[src/hdl/oale_pkg.sv]
// Shared types and constants for the ordered array list engine.
package oale_pkg;

   // Fixed field widths of the request and result channels
   localparam int POS_BITS    = 6;
   localparam int VALUE_BITS  = 32;
   localparam int LENGTH_BITS = 7;

   // Match encoder: cells are grouped in eights
   localparam int GROUP_SIZE = 8;
   localparam int GROUP_BITS = 3;

   // Request operation codes; codes 5 to 7 are rejected
   typedef enum logic [2:0] {
      OP_INSERT = 3'd0,
      OP_DELETE = 3'd1,
      OP_CHANGE = 3'd2,
      OP_SEARCH = 3'd3,
      OP_CLEAR  = 3'd4
   } op_type;

   // Command broadcast to every cell of the chain
   typedef enum logic [2:0] {
      CELL_HOLD,
      CELL_INSERT,
      CELL_DELETE,
      CELL_WRITE,
      CELL_COMPARE
   } cell_op_type;

   typedef struct packed {
      cell_op_type         op;
      logic [POS_BITS-1:0] pos;
   } cell_cmd_type;

   // Control sequencer states
   typedef enum logic [1:0] {
      ST_IDLE,
      ST_EXEC,
      ST_GROUP,
      ST_PICK
   } state_type;

endpackage

[src/hdl/oale_find.sv]
// Two-level lowest-index encoder over the cells' match bits.
module oale_find import oale_pkg::*; #(
   parameter int CAPACITY = 64
) (
   input  logic                clock,
   input  logic [CAPACITY-1:0] match,
   output logic                found,
   output logic [POS_BITS-1:0] index
);

   localparam int GROUPS    = (CAPACITY + GROUP_SIZE - 1) / GROUP_SIZE;
   localparam int GSEL_BITS = (GROUPS > 1) ? $clog2(GROUPS) : 1;
   localparam int FULL_BITS = GSEL_BITS + GROUP_BITS;

   logic [GROUPS*GROUP_SIZE-1:0] match_pad;
   logic [GROUPS-1:0]            group_any_in;
   logic [GROUPS-1:0]            group_any_ff;
   logic [GROUP_BITS-1:0]        group_idx_in [GROUPS];
   logic [GROUP_BITS-1:0]        group_idx_ff [GROUPS];
   logic [GSEL_BITS-1:0]         sel;
   logic [GROUP_BITS-1:0]        low;
   logic [FULL_BITS-1:0]         full_index;
   logic [FULL_BITS+POS_BITS-1:0] index_wide;

   assign match_pad = {{(GROUPS*GROUP_SIZE-CAPACITY){1'b0}}, match};

   // First level: lowest set bit inside each group of eight
   always_comb begin
      for (int g = 0; g < GROUPS; g++) begin
         group_any_in[g] = 1'b0;
         group_idx_in[g] = '0;
         for (int k = GROUP_SIZE - 1; k >= 0; k--) begin
            if (match_pad[g*GROUP_SIZE + k]) begin
               group_any_in[g] = 1'b1;
               group_idx_in[g] = GROUP_BITS'(k);
            end
         end
      end
   end

   always_ff @(posedge clock) begin
      group_any_ff <= group_any_in;
      group_idx_ff <= group_idx_in;
   end

   // Second level: lowest group that holds a match
   always_comb begin
      found = 1'b0;
      sel   = '0;
      low   = '0;
      for (int g = GROUPS - 1; g >= 0; g--) begin
         if (group_any_ff[g]) begin
            found = 1'b1;
            sel   = GSEL_BITS'(g);
            low   = group_idx_ff[g];
         end
      end
   end

   assign full_index = {sel, low};
   assign index_wide = {{POS_BITS{1'b0}}, full_index};
   assign index      = index_wide[POS_BITS-1:0];

endmodule

[config.mk]
export PLATFORM = sky130hd
export DESIGN_NAME = oale_find
export DESIGN_NICKNAME = d
export VERILOG_FILES = /design/src/hdl/oale_pkg.sv /design/src/hdl/oale_find.sv
export SDC_FILE = /design/constraint.sdc
export NUM_CORES = 1
export LEC_CHECK = 0
export BUFFER_PORTS_ARGS = -buffer_cell sky130_fd_sc_hd__buf_2
export CAP_MARGIN = 20
export CORE_MARGIN = 4
export CORE_UTILIZATION = 48
export DETAILED_ROUTE_END_ITERATION = 7
export PLACE_DENSITY = 0.83
export SYNTH_ARGS = -nofsm -noshare
export SYNTH_HDL_FRONTEND = slang
export SYNTH_SLANG_ARGS = --single-unit
[constraint.sdc]
create_clock -name clock -period 1.6 [get_ports clock]
set_input_delay 0 -clock clock [delete_from_list [all_inputs] [get_ports clock]]
set_output_delay 0 -clock clock [all_outputs]
set_load 0.005 [all_outputs]
==> summary.txt <==
STA
  • Max-slew violations: 0
  • Fmax: 0.577 GHz
  • Setup ws final: -0.132 ns
  • RSZ-0062 raised after global routing: yes
  • Worst Max-Slew Pin Slew: approximately 0.35 ns
  • Hold Slack: -0.0127 ns
  • Tmin final: 1.73 ns
  • Final period utilization: 108%
  • Hold Vio Cnt, Final: 1
  • Normalized max-slew margin: 76.2%
  • Final setup TNS: -0.247 ns
  • Final setup fails: 2

Yosys
  • Net Count, Synth: ~250
  • Synth Area in Adders: 0%
  • Post-synthesis compound-gate area fraction: 18.9%
  • Yosys warnings: 0
  • Mapped Cells: between 150 and 200
  • Sequential element share of the synthesized area: between 40 and 50%
  • Predominant post-synthesis flop cell: dfxtp_1
  • Mapped Avg Cell Area: around 8 um2
  • Cell Area, Synth: 1470 um2
  • Post-synthesis mux area share: 0%
  • Distinct cells, synth: 26
  • #FFs+latches synth: 32
  • Largest family of logic cells by synthesized area: simple AND/OR/NAND/NOR gates
  • Synth Area in XOR/XNOR: 0%
  • Synth Area in Simple Gates: 32.3%
  • Synth async-reset ratio: 0%
  • Number of enable flip-flop cells after synthesis: 0

Placement
  • Placer Congestion: ~0.75
  • Pre-CTS setup slack: ~0.26 ns
  • Number of buffers added on ports: between 70 and 80
  • DPL Wire Length: 2770 um

Routing
  • WL met3: ~400 um
  • Top layer in use: met4
  • Wire per inst: 15.7 um
  • Met2 wire len: around 3000 um
  • Drt total wl: 5590 um
  • DRC viols: 0
  • DR vias/cell: 5.58
  • DRT iter0 DRCs: 162
  • Via count: 1986
  • Antenna viol nets, final: 0
  • WL met1: 2060 um
  • DRT Pass-1 Iters: 7

Floorplan
  • Ports: 72
  • Height of the die: 63.3 um
  • Starting Density: 51.8%
  • Die Area: ~4000 um2
  • Die width: 63.3 um
  • Core ar.: 2830 um2
  • Num rows: 19

GRT
  • First-pass GRT wire length: 8860 um
  • Largest net degree at the start of global routing: 12
  • GRT Total Usage: 27.7%
  • Initial antenna violation count: 0
  • Vias in the first global route: 2037
  • Gr ovfl total: 0

Clocking
  • CTS max path bufs: 2
  • Total CTS buffers: 5
  • Clock transition at the registers of the reported paths: 0.12 ns
  • Clock root cell: clkbuf_4
  • Clk sinks: 32
  • CTS tree: yes
  • CTS H-tree lvls: 2

Setup path
  • Crit start category: flop
  • CP Class: flop to primary output
  • CP Data Arrival Time: 1.73 ns
  • Critical Path RT: 1.60 ns
  • CP Capture Type: primary output
  • CP Max Fanout: 3

Min path
  • Hold Path Class: input pin to flop
  • WHS Path Cells: 3

Finish
  • Ant diodes: 0
  • Final nets: approximately 390
  • Synthesis-to-finish area growth: 76.0%
  • FILL cells: about 120
  • Share of cells above drive strength 1: between 20% and 30%
  • Final Util: roughly nine tenths

Outcome
  • Failing checks: negative hold slack, negative setup slack
  • Status: finished with violations

Pwr
  • Maximum VDD drop: between 0.5 and 0.6 mV
  • Leakage: 1.23 nW
  • Pwr/cell area: 656 nW/um2

Run
  • Max Cap Violations: 0
==> per-layer routing <==
metal / vias to the layer above / track usage [%]
met5: - / 0
met4: 0 / 11.6
met2: 111 / 52.8
met1: 903 / 28.5
met3: 21 / 6.93
li1: 951 / -
==> area by class of cell <==
cell class | count | area (um2) | area share, %
Multi-Input combinational cell | 131 | 768 | 29.8
Timing Repair Buffer | 134 | 986 | 38.2
Clock buffer | 6 | 51.3 | 1.99
Clock inverter | 2 | 15.0 | 0.582
Tap cell | 31 | 38.8 | 1.50
Inverter | 20 | 75.1 | 2.91
Sequential cell | 32 | 647 | 25.1
==> state kept, by name, indices dropped and copies added, names as in the netlist <==
register	flops
group_idx_ff	24
group_any_ff	8
==> Yosys cell counts (8+ instances only) <==
master / number / area, um2
o21bai_1: 8 / 60.1
nor3_1: 25 / 125
nor4_1: 16 / 100
dfxtp_1: 32 / 641
inv_1: 20 / 75.1
nor2b_1: 8 / 50.1
nand2_1: 11 / 41.3
nor2_1: 12 / 45.0
a21oi_1: 18 / 90.1
nand2b_1: 8 / 50.1
==> path summary, 6_finish.rpt <==
kind	startpoint	endpoint	slack [ns]
max	group_any_ff[5]$_SDFF_PP1_	index[1]	-0.13
min	match[31]	group_idx_ff[14]$_SDFF_PP0_	-0.01
==> worst max-delay path: stages, from the launching register on <==
cell	delay, ns
dfxtp_2	0.34
or2b_2	0.17
o22ai_1	0.08
or4_1	0.48
a31oi_1	0.19
buf_2	0.14
==> layout by cell type, fill, tap and decap left out, types with 3 or more instances in the layout <==
| cell | count |
|---|---|
| nor2_1 | 11 |
| nand2_1 | 11 |
| clkbuf_4 | 5 |
| buf_2 | 71 |
| o21bai_1 | 8 |
| nor2b_1 | 8 |
| dfxtp_2 | 5 |
| o22ai_1 | 3 |
| nand2b_1 | 8 |
| a22oi_1 | 3 |
| a21oi_1 | 17 |
| dfxtp_1 | 27 |
| dlygate4sd3_1 | 63 |
| nor3_1 | 24 |
| nor4_1 | 16 |
| inv_1 | 20 |
==> kinds of logic after synthesis <==
family,count (synthesis)
AND/OR/NAND/NOR,88
flip-flops,32
AO/OA/AOI/OAI,43
buffers and inverters,20
==> per-stage QoR <==
step / hold WS [ns] / power (mW) / std cells / area [um2]
after floorplan: 0.0691 / 0.934 / 183 / 1470
after global placement: 0.190 / 1.06 / 285 / 1860
after detailed placement: 0.191 / 1.07 / 285 / 1860
after CTS: 0.00254 / 1.64 / 356 / 2570
after global routing: 0.0150 / 1.75 / 356 / 2580
final: -0.0127 / 1.69 / 356 / 2580
==> power breakdown <==
| part | internal (mW) | switching, mW | leakage (nW) |
|---|---|---|---|
| combinational | 0.202 | 0.144 | 0.940 |
| clock | 0.213 | 0.292 | 0.0305 |
| sequential | 0.828 | 0.0143 | 0.261 |
| total | 1.24 | 0.450 | 1.23 |
==> what timing repair did <==
item	4_1_cts	5_1_grt
setup endpoints to repair	3	5
gates resized for setup	4	5
buffers inserted	0	0
pin swaps	2	1
hold buffers	63	0
hold endpoints to repair	32	0
Note: power is estimated with default switching activity, not from simulation.
