## config.mk

```make
export PLATFORM = sky130hd
export DESIGN_NAME = oale_cell
export DESIGN_NICKNAME = d
export VERILOG_FILES = /design/src/hdl/oale_pkg.sv /design/src/hdl/oale_cell.sv
export SDC_FILE = /design/constraint.sdc
export NUM_CORES = 1
export LEC_CHECK = 0
export ABC_AREA = 1
export BUFFER_PORTS_ARGS = -buffer_cell sky130_fd_sc_hd__buf_2
export CORE_MARGIN = 2
export CORE_UTILIZATION = 41
export CTS_CLUSTER_DIAMETER = 40
export CTS_CLUSTER_SIZE = 30
export DETAILED_ROUTE_END_ITERATION = 10
export PLACE_DENSITY = 0.8
export SYNTH_ARGS = -nofsm -noshare
export SYNTH_HDL_FRONTEND = slang
export SYNTH_SLANG_ARGS = --single-unit
export TNS_END_PERCENT = 5
```

## constraint.sdc

```tcl
create_clock -name clock -period 4.6 [get_ports clock]
set_clock_uncertainty 0.2 [all_clocks]
set_input_delay 0.46 -clock clock [delete_from_list [all_inputs] [get_ports clock]]
set_output_delay 0.46 -clock clock [all_outputs]
set_load 0.02 [all_outputs]
```

## src/hdl/oale_pkg.sv

```systemverilog
// Shared types and constants for the ordered array list engine.
package oale_pkg;

   // Fixed field widths of the request and result channels
   localparam int POS_BITS    = 6;
   localparam int VALUE_BITS  = 32;
   localparam int LENGTH_BITS = 7;

   // Match encoder: cells are grouped in eights
   localparam int GROUP_SIZE = 8;
   localparam int GROUP_BITS = 3;

   // Request operation codes; codes 5 to 7 are rejected
   typedef enum logic [2:0] {
      OP_INSERT = 3'd0,
      OP_DELETE = 3'd1,
      OP_CHANGE = 3'd2,
      OP_SEARCH = 3'd3,
      OP_CLEAR  = 3'd4
   } op_type;

   // Command broadcast to every cell of the chain
   typedef enum logic [2:0] {
      CELL_HOLD,
      CELL_INSERT,
      CELL_DELETE,
      CELL_WRITE,
      CELL_COMPARE
   } cell_op_type;

   typedef struct packed {
      cell_op_type         op;
      logic [POS_BITS-1:0] pos;
   } cell_cmd_type;

   // Control sequencer states
   typedef enum logic [1:0] {
      ST_IDLE,
      ST_EXEC,
      ST_GROUP,
      ST_PICK
   } state_type;

endpackage

```

## src/hdl/oale_cell.sv

```systemverilog
// One list entry: holds a word, shifts with its neighbors, compares for search.
module oale_cell import oale_pkg::*; #(
   parameter int WORD_BITS  = 32,
   parameter int COUNT_BITS = 7,
   parameter int INDEX      = 0
) (
   input  logic                  clock,
   input  cell_cmd_type          cmd,
   input  logic [COUNT_BITS-1:0] count,
   input  logic [WORD_BITS-1:0]  word,
   input  logic [WORD_BITS-1:0]  left_data,
   input  logic [WORD_BITS-1:0]  right_data,
   output logic [WORD_BITS-1:0]  data,
   output logic                  match
);

   logic [WORD_BITS-1:0] data_ff;
   logic [WORD_BITS-1:0] data_in;
   logic                 match_ff;
   logic                 match_in;
   int                   pos_i;
   int                   count_i;

   assign pos_i   = int'(cmd.pos);
   assign count_i = int'(count);

   // Entry update: shift up on insert, down on delete, overwrite at the position
   always_comb begin
      data_in = data_ff;
      case (cmd.op)
         CELL_INSERT: begin
            if (pos_i < INDEX) begin
               data_in = left_data;
            end else if (pos_i == INDEX) begin
               data_in = word;
            end
         end
         CELL_DELETE: begin
            if (pos_i <= INDEX) begin
               data_in = right_data;
            end
         end
         CELL_WRITE: begin
            if (pos_i == INDEX) begin
               data_in = word;
            end
         end
         default: begin
            data_in = data_ff;
         end
      endcase
   end

   // Match only counts for entries inside the current length
   always_comb begin
      if (cmd.op == CELL_COMPARE) begin
         match_in = (data_ff == word) && (count_i > INDEX);
      end else begin
         match_in = match_ff;
      end
   end

   always_ff @(posedge clock) begin
      data_ff  <= data_in;
      match_ff <= match_in;
   end

   assign data  = data_ff;
   assign match = match_ff;

endmodule

```

==> metrics.md, run 1 <==
| Metric | Value |
|---|---|
| Final hold slack | 0.261 ns |
| Most numerous cell in the Yosys netlist | nand2_1 |
| Min-delay worst type | in -> reg |
| Outcome | complete, no violations |
| Worst-path cell chain | buf_2, inv_1, nand2_2, mux2_4 |
| Pin count of the biggest net entering global routing | 50 |
| Cell Area, Synth | 2040 sq um |
| Total routed wirelength | 5050 microns |
| First-pass GRT wire length | 7510 microns |
| CTS H-tree lvls | 2 |
| Cell Pwr Density | 255 nW/um^2 |
| Xor/xnor cell area share of the yosys netlist | 0.0515 |
| Number of synthesized register bits | 33 |
| Final core utilization | 0.582 |
| Synth Area per Inst | 8.72 sq um |
| Synth Area in Compound Gates | 0.0490 |
| Dominant cells by area after synthesis | edfxtp_1, nand2_1, mux2_4, inv_1, xnor2_1 |
| # DRC | 0 |
| N_diodes | 0 |
| Post-synth top cells | nand2_1, inv_1, edfxtp_1 |
| Post-CTS Resized | 0 |
| Pin slew with the least headroom to its limit | 1.08 ns |
| Crit path time final | 1.95 ns |
| Pre-antenna DRT Iters | 4 |
| Worst EP arrival | 1.77 ns |
| Initial Utilization | 0.429 |
| Cell taking the most area after synthesis | edfxtp_1 |
| Via density | 4.57 |
| Total Routing Usage GR | 0.176 |
| GPL Wtd Cong | 0.807 |
| ANT nets after route | 0 |
| Asr flop ratio synth | 0 |
| Synth Area in Simple Gates | 0.215 |
| CTS root buf | clkbuf_8 |
| RSZ-0062 raised after global routing | false |
| CP endpoint kind | register |
| Yosys top cell area share | 0.486 |
| Detailed Route Iter0 Violations | 73 |
| Yosys warns | 0 |
| Post-synth cell types | 17 |
| Die width | 74.6 microns |
| Final Cycle Share | 0.424 |
| CP peak stage delay | 0.59 ns |
| Setup TNS | 0 ns |
| Vias | 1909 |
| CP Class | in -> reg |
| Cts bufs inserted | 5 |
| Clk buf depth | 2 |
| Hold_buf cts | 0 |
| Nets | 463 |
| Min-Delay Path Depth | 3 |
| Mapped Cells | 234 |
| Worst Path Required | 4.42 ns |
| Share of cells above drive strength 1 | 0.393 |
| Finished Cell Area | 2770 sq um |
| Placed cell areas | 2660 sq um |
| Clk slew on worst S/H paths | 0.07 ns |
| Postcts setup bufs | 0 |
| Largest family of logic cells by synthesized area | simple AND/OR/NAND/NOR gates |
| VDD IR-drop max | 0.000118 V |
| P_leak | 1.46 nW |
| Area growth syn-to-layout | 35.6% |
| Max-cap violations | 0 |
| Core area | 4750 sq um |
| Remaining Overflow, GRT | 0 |
| Final Hold Viols | 0 |
| Startpoint Class | primary input |
| Most used DFF post-synth | edfxtp_1 |
| Max Clock Freq | 0.513 GHz |
| Fillers | 450 |
| Clock Sinks | 33 |
| Wire per inst | 12.1 microns |
| DIE AREA | 5560 sq um |
| Critical path peak fanout | 49 |
| CTS tree | yes |
| DP Wirelength | 3910 microns |
| Multi-input logic area | 873 sq um |
| IO buf count | 113 |
| Multiplexer share of the synthesized area | 0.110 |
| Number of global-route vias before repair | 1838 |
| Synth Area in Adders | 0 |
| Relative slew slack | 0.280 |
| Post-synth EDFFs | 33 |
| Final setup vio count | 0 |
| Slowest-stage cell, CP | nand2_2 |
| Clock insertion delay at the later pin of the skew report | 0.28 ns |
| Syn nets | 347 |
| Max-slew violation total from the final report | 0 |
| Register area | 991 sq um |
| Worst R2R Path Depth | 7 |
| Initial antenna violation count | 0 |
| Seq/Total Area, Yosys | 0.486 |
| Placement Rows | 25 |
| Power, Total | 0.705 mW |
| Chip height | 74.6 microns |
| # IOs | 146 |
kinds of logic (layout without fill, tap and decap cells):
family,Yosys count,in the layout
compound gates,20,20
xor+xnor,12,12
buf+inv,42,159
flops,33,33
mux,15,15
simple gates,112,112
per-stage QoR:
stage	instances	setup slack, ns
2_1_floorplan	234	1.04
5_1_grt	418	2.54
4_1_cts	418	2.67
6_report	418	2.65
3_5_place_dp	410	2.37
3_3_place_gp	410	2.39
metal layers:
layer	global-route usage	up-vias	wire length [microns]	share of wire
li1	-	969	-	-
met1	0.202	878	2140	0.42
met2	0.324	58	2660	0.53
met3	0.0366	4	202	0.040
met4	0.0575	0	53	0.010
met5	0	-	0	0
area by class of cell:
type                    instances  area share
flip-flops and latches         33       0.358
well taps                      67      0.0303
multi-input cells             159       0.316
clock inverters                 2      0.0122
repair buffers                114       0.207
clock buffers                   6      0.0262
inverters                      37      0.0502
power breakdown:
part,internal [mW],switching [mW]
combinational,0.0568,0.0470
sequential,0.335,0.00103
clock,0.160,0.105
layout by cell type (no fill, tap or decap), types with 3 or more instances in the layout:
cell type,count
buf_2,113
nand2_1,81
inv_1,37
edfxtp_1,33
nor2_1,20
o21ai_0,19
mux2_4,15
xnor2_1,11
clkbuf_8,5
nor3_1,4
nand3_1,3
critical path, delay by kind of cell:
family                 cells  cell delay, ns
muxes                      1            0.53
and+or+nand+nor            1            0.59
buffers and inverters      2            0.17
state kept, by name, summed over array words and instances, names as in the netlist:
| register | flops |
|---|---|
| data | 32 |
| match | 1 |
worst paths after layout:
check                     startpoint            endpoint  slack [ns]
setup reg to reg  data[14]$_DFFE_PP_     match$_DFFE_PN_        3.19
hold / removal        right_data[10]  data[10]$_DFFE_PP_        0.26
setup / recovery              cmd[8]  data[23]$_DFFE_PP_        2.65
hold reg to reg   data[16]$_DFFE_PP_     match$_DFFE_PN_        0.60
Note: power is estimated with default switching activity, not from simulation.
==> run 2, diff against run 1 <==
Settings changed: CORE_UTILIZATION 41 to 37, PLACE_DENSITY 0.8 to 0.77.
Clock period 4.6 ns to 1.6 ns, I/O delays scaled along.
==> metrics.md, run 2 (same netlist as run 1, synthesis figures left out) <==
| Metric | Value |
|---|---|
| IO buf count | 113 (unchanged) |
| GPL Wtd Cong | 0.834 (+3.3%) |
| Max-slew violation total from the final report | 0 (unchanged) |
| Reg2reg setup slack | 0.20 ns (-2.99 ns) |
| Initial Utilization | 0.378 (-0.0517) |
| Max Clock Freq | 0.656 GHz |
| Final core utilization | 0.594 (+0.0119) |
| Critical path peak fanout | 3 (-94%) |
| Wire per inst | 12.0 microns (-0.61%) |
| P_leak | 1.64 nW (+13%) |
| # IOs | 146 (unchanged) |
| Pin count of the biggest net entering global routing | 33 (-34%) |
| Clock insertion delay at the later pin of the skew report | 0.28 ns (about the same) |
| # DRC | 0 (unchanged) |
| Nets | 505 (+9.1%) |
| N_diodes | 0 (unchanged) |
| Final hold slack | 0.00863 ns (-0.252 ns) |
| DIE AREA | 6130 sq um (+10%) |
| Hold path start | cmd[6] |
| RSZ-0062 raised after global routing | false |
| Min-delay worst type | in -> reg |
| Slowest-stage cell, CP | dlygate4sd3_1 |
| Fillers | 490 (+8.9%) |
| Pre-antenna DRT Iters | 4 (unchanged) |
| Die width | 78.3 microns (+5.0%) |
| Placed cell count | 417 (+1.7%) |
| Area growth syn-to-layout | 57.3% |
| WHS Endpoint | match$_DFFE_PN_ |
| Share of cells above drive strength 1 | 0.359 (-0.0344) |
| Chip height | 78.3 microns (+5.0%) |
| Worst Slack Setup Final | 0.0759 ns (-2.57 ns) |
| Finished Layout Cells | 465 (+11%) |
| Min-Delay Path Depth | 2 (-1) |
| CTS root buf | clkbuf_8 |
| Via density | 4.44 (-2.8%) |
| Power, Total | 1.94 mW (+180%) |
| Cts bufs inserted | 5 (unchanged) |
| Relative slew slack | 0.863 (+0.583) |
| CTS H-tree lvls | 2 (unchanged) |
| Pin slew with the least headroom to its limit | 0.203 ns (-0.874 ns) |
| Clk buf depth | 2 (unchanged) |
| First-pass GRT wire length | 9090 microns (+21%) |
| Final setup vio count | 0 (unchanged) |
| CP endpoint kind | register |
| Total routed wirelength | 5590 microns (+11%) |
| Worst R2R Start | data[25]$_DFFE_PP_ |
| Worst Path Required | 1.44 ns (-2.98 ns) |
| Worst-path cell chain | dlygate4sd3_1, buf_2, or2_2, nand3_1, nor2_1, nand3_1, nor2_1 |
| Initial antenna violation count | 0 (unchanged) |
| Crit path time final | 1.52 ns |
| CP peak stage delay | 0.53 ns (-0.06 ns) |
| Worst R2R Path Depth | 7 (unchanged) |
| Outcome | complete, no violations |
| Vias | 2064 (+8.1%) |
| Remaining Overflow, GRT | 0 (unchanged) |
| CTS tree | yes |
| Detailed Route Iter0 Violations | 84 (+15%) |
| Reg2Reg Capture Point | match$_DFFE_PN_ |
| VDD IR-drop max | 0.000374 V (+220%) |
| Commonest cells after routing, fill and taps aside | buf_2, nand2_1, dlygate4sd3_1 |
| Final Hold Viols | 0 (unchanged) |
| CP Class | in -> reg |
| Cell Pwr Density | 606 nW/um^2 (+140%) |
| Worst slack, placed | 0.105 ns (-2.27 ns) |
| Max reg flops | 32 (unchanged) |
| Clk slew on worst S/H paths | 0.07 ns (about the same) |
| Max-cap violations | 0 (unchanged) |
| Worst EP arrival | 1.37 ns (-0.40 ns) |
| Commonest non-fill, non-tap cell in the layout | buf_2 |
| DP Wirelength | 3720 microns (-4.8%) |
| Number of global-route vias before repair | 2077 (+13%) |
| Core area | 5410 sq um (+14%) |
| Clock Sinks | 33 (unchanged) |
| ANT nets after route | 0 (unchanged) |
| Final Cycle Share | 0.953 |
| Startpoint Class | primary input |
| Placement Rows | 27 (+8.0%) |
| Total Routing Usage GR | 0.189 (+0.0127) |
-- run 2: layout make-up --
type / instances / area (sq um) / area share
Clock buffer: 5 / 68.8 / 0.0214
Clock inverter: 3 / 12.5 / 0.00390
Inverter: 37 / 139 / 0.0433
Multi-Input combinational cell: 159 / 882 / 0.275
Sequential cell: 33 / 991 / 0.309
Tap cell: 72 / 90.1 / 0.0281
Timing Repair Buffer: 156 / 1030 / 0.320
-- run 2: power by group --
group | total (mW) | internal (mW) | leakage (nW) | switching [mW]
Clock | 0.589 | 0.293 | 0.0430 | 0.297
Combinational | 0.389 | 0.234 | 1.30 | 0.155
Sequential | 0.966 | 0.963 | 0.295 | 0.00301
Total | 1.94 | 1.49 | 1.64 | 0.455
-- run 2: worst max path at each step --
stage,end,depth (start not counted),slack [ns],from
after floorplan,data[0]$_DFFE_PP_,3,-0.22,cmd[5]
after global placement,data[9]$_DFFE_PP_,5,0.12,cmd[5]
after detailed placement,data[9]$_DFFE_PP_,6,0.11,cmd[6]
after CTS,match$_DFFE_PN_,9,0.06,word[29]
after global routing,match$_DFFE_PN_,7,0.05,word[29]
final,match$_DFFE_PN_,7,0.08,word[29]
-- run 2: worst max-delay path, delay by kind of cell --
kind / cells / cell delay (ns)
buffers and inverters: 2 / 0.66
and+or+nand+nor: 5 / 0.55
-- run 2: through the flow --
step	setup TNS [ns]	instance area, sq um
detailed placement	0	2730
finish	0	3210
CTS	0	3190
floorplan	-7.14	2050
global placement	0	2730
global route	0	3210
-- run 2: per-layer routing --
layer	up-vias	GRT usage	routed length (microns)
li1	1052	-	-
met1	927	0.204	2230
met2	71	0.346	2920
met3	14	0.0460	289
met4	0	0.0877	148
met5	-	0	0
-- run 2: repair_timing --
action,in CTS,in global routing
setup endpoints to repair,0,1
hold buffers,38,2
resized for setup,0,1
hold endpoints to repair,33,2
buffers inserted,0,0
